<file path="src/rtl/clrs_pkg.sv">
// Package with the request codes, status codes and cell control types of the C-LOOK scheduler.
`default_nettype none
package clrs_pkg;

  // Request kinds as they arrive on the input channel.
  localparam logic [1:0] KIND_ADD      = 2'd0;
  localparam logic [1:0] KIND_DISPATCH = 2'd1;
  localparam logic [1:0] KIND_REMOVE   = 2'd2;
  // The fourth kind code has no meaning; such a request is dropped.
  localparam logic [1:0] KIND_UNUSED   = 2'd3;

  // Status codes returned with every result.
  localparam logic [2:0] ST_ADDED      = 3'd0;
  localparam logic [2:0] ST_DISPATCHED = 3'd1;
  localparam logic [2:0] ST_REMOVED    = 3'd2;
  localparam logic [2:0] ST_EMPTY      = 3'd3;
  localparam logic [2:0] ST_FULL       = 3'd4;
  localparam logic [2:0] ST_NO_TAG     = 3'd5;

  // Operation broadcast to every cell of the queue.
  typedef enum logic [1:0] {
    OP_ADD      = 2'd0,
    OP_DISPATCH = 2'd1,
    OP_REMOVE   = 2'd2
  } op_t;

  // Control group sent from the sequencer to the cells.
  typedef struct packed {
    op_t  op;
    logic cmp_en;    // Cells evaluate their match bit.
    logic apply_en;  // Cells shift or load.
    logic use_all;   // Dispatch wrap: every valid cell counts as a match.
  } cell_ctrl_t;

endpackage
`default_nettype wire

</file>
<file path="src/rtl/clrs_cell.sv">
// One slot of the sorted request queue, with its compare logic and neighbor links.
`default_nettype none
module clrs_cell
  import clrs_pkg::*;
#(
  parameter int SECTOR_BITS = 48,
  parameter int TAG_BITS    = 8
) (
  input  wire                    clk,
  input  wire                    rst_n,
  input  cell_ctrl_t             ctrl,
  input  wire [SECTOR_BITS-1:0]  key_sector,
  input  wire [TAG_BITS-1:0]     key_tag,
  input  wire                    new_wr,
  // Left neighbor (lower sector), used when the queue opens a gap.
  input  wire                    left_valid,
  input  wire [SECTOR_BITS-1:0]  left_sector,
  input  wire                    left_wr,
  input  wire [TAG_BITS-1:0]     left_tag,
  // Right neighbor (higher sector), used when the queue closes a gap.
  input  wire                    right_valid,
  input  wire [SECTOR_BITS-1:0]  right_sector,
  input  wire                    right_wr,
  input  wire [TAG_BITS-1:0]     right_tag,
  // Match chains running from the head of the queue.
  input  wire                    pfx_in,
  input  wire                    ge_in,
  output logic                   pfx_out,
  output logic                   ge_out,
  output logic                   sel,
  output logic                   hit,
  output logic                   valid,
  output logic [SECTOR_BITS-1:0] sector,
  output logic                   wr,
  output logic [TAG_BITS-1:0]    tag
);

  logic                   valid_r;
  logic [SECTOR_BITS-1:0] sector_r;
  logic                   wr_r;
  logic [TAG_BITS-1:0]    tag_r;
  logic                   hit_r;
  logic                   hit_nxt;
  logic                   eff;

  // Match condition for the current operation.
  always_comb begin
    case (ctrl.op)
      OP_ADD:      hit_nxt = !valid_r || (sector_r > key_sector);
      OP_DISPATCH: hit_nxt = valid_r && (sector_r > key_sector);
      OP_REMOVE:   hit_nxt = valid_r && (tag_r == key_tag);
      default:     hit_nxt = 1'b0;
    endcase
  end

  // The first matching cell along the chain is the selected one.
  always_comb begin
    eff     = ctrl.use_all ? valid_r : hit_r;
    sel     = eff && !pfx_in;
    pfx_out = pfx_in || eff;
    ge_out  = ge_in || sel;
  end

  always_ff @(posedge clk) begin
    if (!rst_n) begin
      hit_r <= 1'b0;
    end else if (ctrl.cmp_en) begin
      hit_r <= hit_nxt;
    end
  end

  // Valid bit: insert shifts toward the tail, delete shifts toward the head.
  always_ff @(posedge clk) begin
    if (!rst_n) begin
      valid_r <= 1'b0;
    end else if (ctrl.apply_en) begin
      if (ctrl.op == OP_ADD) begin
        if (eff) begin
          valid_r <= pfx_in ? left_valid : 1'b1;
        end
      end else if (ge_out) begin
        valid_r <= right_valid;
      end
    end
  end

  // Payload follows the same moves as the valid bit.
  always_ff @(posedge clk) begin
    if (ctrl.apply_en) begin
      if (ctrl.op == OP_ADD) begin
        if (eff && pfx_in) begin
          sector_r <= left_sector;
          wr_r     <= left_wr;
          tag_r    <= left_tag;
        end else if (eff) begin
          sector_r <= key_sector;
          wr_r     <= new_wr;
          tag_r    <= key_tag;
        end
      end else if (ge_out) begin
        sector_r <= right_sector;
        wr_r     <= right_wr;
        tag_r    <= right_tag;
      end
    end
  end

  assign hit    = hit_r;
  assign valid  = valid_r;
  assign sector = sector_r;
  assign wr     = wr_r;
  assign tag    = tag_r;

endmodule
`default_nettype wire

</file>
<file path="config.mk">
export PLATFORM = sky130hd
export DESIGN_NAME = clrs_cell
export DESIGN_NICKNAME = d
export VERILOG_FILES = /design/src/rtl/clrs_pkg.sv /design/src/rtl/clrs_cell.sv
export SDC_FILE = /design/constraint.sdc
export NUM_CORES = 1
export LEC_CHECK = 0
export BUFFER_PORTS_ARGS = -buffer_cell sky130_fd_sc_hd__buf_2
export CAP_MARGIN = 20
export CORE_MARGIN = 4
export CORE_UTILIZATION = 45
export DETAILED_ROUTE_END_ITERATION = 8
export HOLD_SLACK_MARGIN = 0.15
export PLACE_DENSITY_LB_ADDON = 0.25
export RECOVER_POWER = 50
export SLEW_MARGIN = 10
export SYNTH_ARGS = -nofsm -noshare
export SYNTH_HDL_FRONTEND = slang
export SYNTH_SLANG_ARGS = --single-unit
</file>
<file path="constraint.sdc">
create_clock -name clk -period 5.31 [get_ports clk]
set_clock_uncertainty 0.2 [all_clocks]
set_input_delay 0.531 -clock clk [delete_from_list [all_inputs] [get_ports clk]]
set_output_delay 0.531 -clock clk [all_outputs]
set_load 0.02 [all_outputs]
</file>
# ---- Word-level counts from Yosys, hierarchy flattened
# Cells that the tools add are included.
dict set report totals {
  regBits 59
  out_inout_bits 62
  elab_cells 42
  inputBits 182
}
dict set report op_classes {
  n_lt_le_gt_ge 1
  n_reduce_logical 13
  n_mux 18
  n_eq_ne 5
}
# operator count
set op_table {}
lappend op_table {{$mux W48} 4}
lappend op_table {{$gt A48 B48 Y1} 1}
lappend op_table {{$mux W8} 4}
lappend op_table {{$mux W1} 9}
lappend op_table {{$eq A8 B8 Y1} 1}
lappend op_table {{$reduce_and A3 Y1} 2}
lappend op_table {{$logic_and A1 B1 Y1} 4}
lappend op_table {{$logic_or A1 B1 Y1} 3}
lappend op_table {{$ne A3 B2 Y1 const B} 1}
lappend op_table {{$pmux W1 S3} 1}
lappend op_table {{$eq A2 B1 Y1 const B} 1}
lappend op_table {{$eq A2 B2 Y1 const B} 1}
lappend op_table {{$logic_not A1 Y1} 2}
lappend op_table {{$logic_not A2 Y1} 1}
lappend op_table {{$ne A2 B2 Y1 const B} 1}
lappend op_table {{$reduce_bool A2 Y1} 1}

# ---- Longest topological paths before layout
dict set report depth {
  depth_word 5
  ltp_mapped 8
  depth_no_buf 8
}

# ---- Worst setup path before layout
# No wires, ideal clock.
dict set report synth_timing {
  path_kind {input to register}
  startpoint {input ctrl[3] (netlist bit)}
  endpoint {register valid_r, in the netlist valid}
  slack_ps 2204
  stages 6
  setup_time_ps 58
  n_path_buf 0
  t_required_ps 5052
  arrival_time_ps 2849
  cell_sequence {inv_1 -> ha_1 -> o22ai_1 -> and2_1 -> o221a_2 -> o21a_1}
}
dict set report synth_between {
  elab_chain_len 3
  elab_cells_between_ends 5
  classes_between {eq/ne (1); mux (1); reduce/logical (3)}
}
# element line
set synth_lines {}
lappend synth_lines {{start: declaration} clrs_cell.sv:11} ;# input cell_ctrl_t ctrl,
lappend synth_lines {{$logic_not A2 Y1 (*)} clrs_cell.sv:77} ;# if (ctrl.op == OP_ADD) begin
lappend synth_lines {{$ne A2 B2 Y1 (no line) / $reduce_bool A2 Y1 (equally long branches)} --}
lappend synth_lines {{$reduce_and A3 Y1 (no line)} --}
lappend synth_lines {{end signal: assignment} clrs_cell.sv:79} ;# valid_r <= pfx_in ? left_valid : 1'b1;
lappend synth_lines {{end signal: assignment} clrs_cell.sv:82} ;# valid_r <= right_valid;
lappend synth_lines {{end: declaration} clrs_cell.sv:38} ;# logic valid_r;
# Every way passes the cells marked *; elsewhere a longest branch is shown, timed or not.
# A chain may end at the register's enable or synchronous reset.

# ---- Final worst setup path
dict set report layout_timing {
  startpoint {input ctrl[3] (netlist bit)}
  endpoint {register sector_r[5], in the netlist sector[5], enable pin}
}
dict set report layout_between {
  elab_chain_len 3
  elab_cells_between_ends 4
  classes_between {eq/ne (1); reduce/logical (3)}
}
# element line
set layout_lines {}
lappend layout_lines {{$logic_not A2 Y1 (*)} clrs_cell.sv:90} ;# if (ctrl.op == OP_ADD) begin
lappend layout_lines {{$ne A3 B2 Y1 (no line) / $reduce_bool A2 Y1 (equally long branches)} --}
lappend layout_lines {{$reduce_and A3 Y1 (no line) (*)} --}
lappend layout_lines {{end signal: assignment} clrs_cell.sv:92} ;# sector_r <= left_sector;
lappend layout_lines {{end signal: assignment} clrs_cell.sv:96} ;# sector_r <= key_sector;
lappend layout_lines {{end signal: assignment} clrs_cell.sv:101} ;# sector_r <= right_sector;
lappend layout_lines {{end: declaration} clrs_cell.sv:39} ;# logic [SECTOR_BITS-1:0] sector_r;
# Marks and branches as above.

==> impl_summary.md <==
Floorplanning
The area enclosed by the die boundary is 11600 um^2. The row count is 36. The vertical die dimension is 108 um. The initial utilization of the core area, before any placement, comes to 45.9%. The core region is 9730 um^2. The top-level port count is 244. The die is 108 um wide.

Synth
In this run, synthesis produced a sequential element count of 59. Synthesis produced a netlist with a net count of 696. Counting flops with a built-in enable in the synthesized netlist gives 57. Each instance of the synthesized netlist takes up on average 9.64 um^2. The unique cell type count in the Yosys netlist is 39. Yosys attributes the largest share of cell area to edfxtp_1 (38%), ha_1 (14%), mux2i_1 (13%), a21oi_1 (8.5%), nor2_1 (5.3%).

After synthesis, the share of flip-flops with an asynchronous set or reset is 0%. The yosys synthesis warning count is 0. In this run the biggest area consumer among cell types represents 38.4% of the synthesized area. The dominant register cell in the synthesized netlist is edfxtp_1. Counting every instance in the synthesized netlist gives 463. The synthesized design spends more area on one cell type than any other, namely edfxtp_1. In this run the cell area of the synthesized design comes to 4460 um^2. Sequential elements use 39.3% of the synthesized area.

Routing
The count of TritonRoute iterations in the first routing pass is 4. The routed length per placed instance is 14.9 um. The number of DRC violations after detailed-routing iteration 0 is 133.

The residual antenna-violating net count after detailed routing is 0. The routed layout has 4183 vias. The total wire length is 12400 um.

For this run, design rule violations remaining after detail routing come to 0. Using the TritonRoute via totals, the vias-per-cell ratio works out to 5.00.

Clocking
The number of buffers inserted to repair setup after CTS is 0. The CTS tree is done. The number of buffers created by CTS is 9. The number of H-tree levels is 3.

Clock-pin slew was measured on the worst setup and hold paths at 0.07 ns. After clock tree synthesis, the repair step resized 0 gates. The number of sinks handled by clock tree synthesis is 59. Hold repair after CTS inserted 0 buffers. The clock tree buffer depth is 2. The root cell of the clock tree is clkbuf_8. At the later pin of the worst-skew pair, clock insertion delay measures 0.33 ns.

Setup path
The data arrival time at the worst-slack endpoint is 3.42 ns. The kind of start point of the critical path is an input port. The worst-path maximum fanout is 43.

The worst setup path is of the input port to register kind. STA classifies the critical path endpoint as a register. At the worst endpoint, the required time is 5.10 ns.

STA
Setup violations remaining at the end of the flow were counted as 0. The max-slew violation total from the final report is 88. The worst pin sits at a relative slew slack of -26.6%. The achievable frequency is 275 MHz. The hold violation total from the final report came to 0.

In the finished design, the share of the clock period the worst path needs comes to 68.5%. The summed negative setup slack over all endpoints is 0 ns. The worst-margin pin slew is 1.90 ns. The time the worst path needs with I/O delays and setup is 3.64 ns. Setup repair after global routing left no endpoint under its margin.

Power
The sequential fraction of design power is 41.5%. The power share of the combinational group is 22.5%. In this run switching power makes up 26.9% of total power. For this design the static power due to leakage is 3.12 nW.

The power spent charging and discharging nets is 0.363 mW. The maximum vdd ir drop is 0.114 mV. Of the total power, the clock network draws 36.0%.

The power per unit of standard cell area is 230 nW/um^2. The cell-internal power is 0.985 mW.

Cells and area
From synthesis to final layout, the design area changed by 31.6%. For this run, the post-layout net count is 932. The share of layout cells above drive strength 1 is 28.7%.

Summing all non-filler instances in the final layout gives an area of 5870 um^2. The non-filler instance count after layout is 837. The number of antenna diodes in the final layout is 0.

Place
The count of port buffers added during placement is 243. The final RePlAce weighted congestion is 0.834. After legalization and detailed placement, the total HPWL measured 10300 um.

Once placement completed, the tool counted placed cells totaling 821. The placed instances occupy a cell area of 5730 um^2.

GRT
The global-route total usage across every layer is 20.9%. The wire length of the first global-routing pass is 19200 um. The total congestion overflow is 0. The via count of the first global-routing pass came to 4224. The initial antenna violation count is 0. Entering global routing, the biggest net connects 79 pins.

Run status
The checks that failed: capacitance limit, slew limit. The run finished, with violations left.

Job
Max-cap violations in this run came to 2.

Min path
The type of the tightest min-delay check is input port to register.
[per-stage QoR]
stage	setup WS, ns	util, %	total power, mW	hold slack [ns]
global placement	2.27	58.9	0.871	0.373
finish	1.67	60.4	1.35	0.255
floorplan	2.20	-	0.745	0.433
detailed placement	2.19	58.9	0.880	0.366
CTS	2.55	61.3	1.37	0.239
global route	1.40	60.4	1.42	0.249
[layer usage]
metal / up-vias / global-route usage (%) / wire length (um)
met3: 12 / 4.92 / 905
met5: - / 0 / 0
li1: 2129 / - / -
met1: 1898 / 23.3 / 4910
met4: 0 / 6.94 / 145
met2: 144 / 38.8 / 6470
[cells by family (layout without fill, tap and decap cells)]
logic type                 count (synthesis)  after routing  synth area share (%)
buffers and inverters                     76            317                  8.13
DFF                                       59             59                  39.3
and+or+nand+nor                          109            109                  10.9
AOI/OAI and AO/OA                        102            102                  12.7
adders and majority gates                 51             51                  14.3
xor gates and xnor gates                   8              8                  1.57
muxes                                     58             58                  13.1
[cell usage after synthesis (2+ instances only)]
cell,n
a21oi_1,76
a21boi_0,2
o211ai_1,3
xnor2_1,5
xor2_1,3
a21o_1,3
a31oi_1,2
nand3_1,7
nand4_1,12
nor2b_1,2
dfxtp_1,2
buf_4,3
nor4_1,5
ha_1,51
o21ai_0,6
nor2_1,63
inv_1,56
buf_12,4
edfxtp_1,57
mux2i_1,57
a221oi_1,2
nand2_1,14
clkbuf_1,12
[registers in the layout, summed over array words and instances, names as in the netlist]
register / count
tag: 8
hit: 1
sector: 48
wr: 1
valid: 1
[area by class of cell]
class	count	area (um^2)
clock buffers	10	128
clock inverters	6	104
fillers	909	3860
inverters	56	210
multi-input cells	328	2360
flip-flops and latches	59	1750
well taps	133	166
repair buffers	245	1150
[cells in the final DEF, fill, tap and decap left out, drive strengths merged, types with 5 or more instances in the layout]
master and instances:
mux2i 58, inv 56, edfxtp 57, nor4 6, a21oi 76, buf 183, nand4 12, nand3 7
xnor2 5, nand2 14, nor2 63, o21ai 6, clkbuf 72, ha 51
[critical path, stage by stage]
cell and delay [ns]:
clkbuf_1 0.10, inv_1 0.12, ha_4 0.42, nor2b_1 0.09, o22ai_1 0.13, and2_0 1.42, buf_4 0.57
[power groups by stage]
stage	combinational (mW)	sequential [mW]	clock (mW)
2_1_floorplan	0.149	0.595	0
5_1_grt	0.341	0.562	0.517
4_1_cts	0.314	0.558	0.496
6_report	0.303	0.560	0.486
3_5_place_dp	0.312	0.568	0
3_3_place_gp	0.303	0.568	0
[final timing paths]
| check | end | start | slack, ns | cells after the start |
|---|---|---|---|---|
| setup / recovery | sector[5]$_DFFE_PP_ | ctrl[3] | 1.67 | 7 |
| hold reg to reg | hit$_SDFFE_PN0P_ | hit$_SDFFE_PN0P_ | 0.38 | 2 |
| hold / removal | valid$_SDFFE_PN0P_ | rst_n | 0.25 | 2 |
| setup reg to reg | sector[5]$_DFFE_PP_ | valid$_SDFFE_PN0P_ | 1.96 | 4 |
No activity file was read; power rests on OpenSTA's default activity.
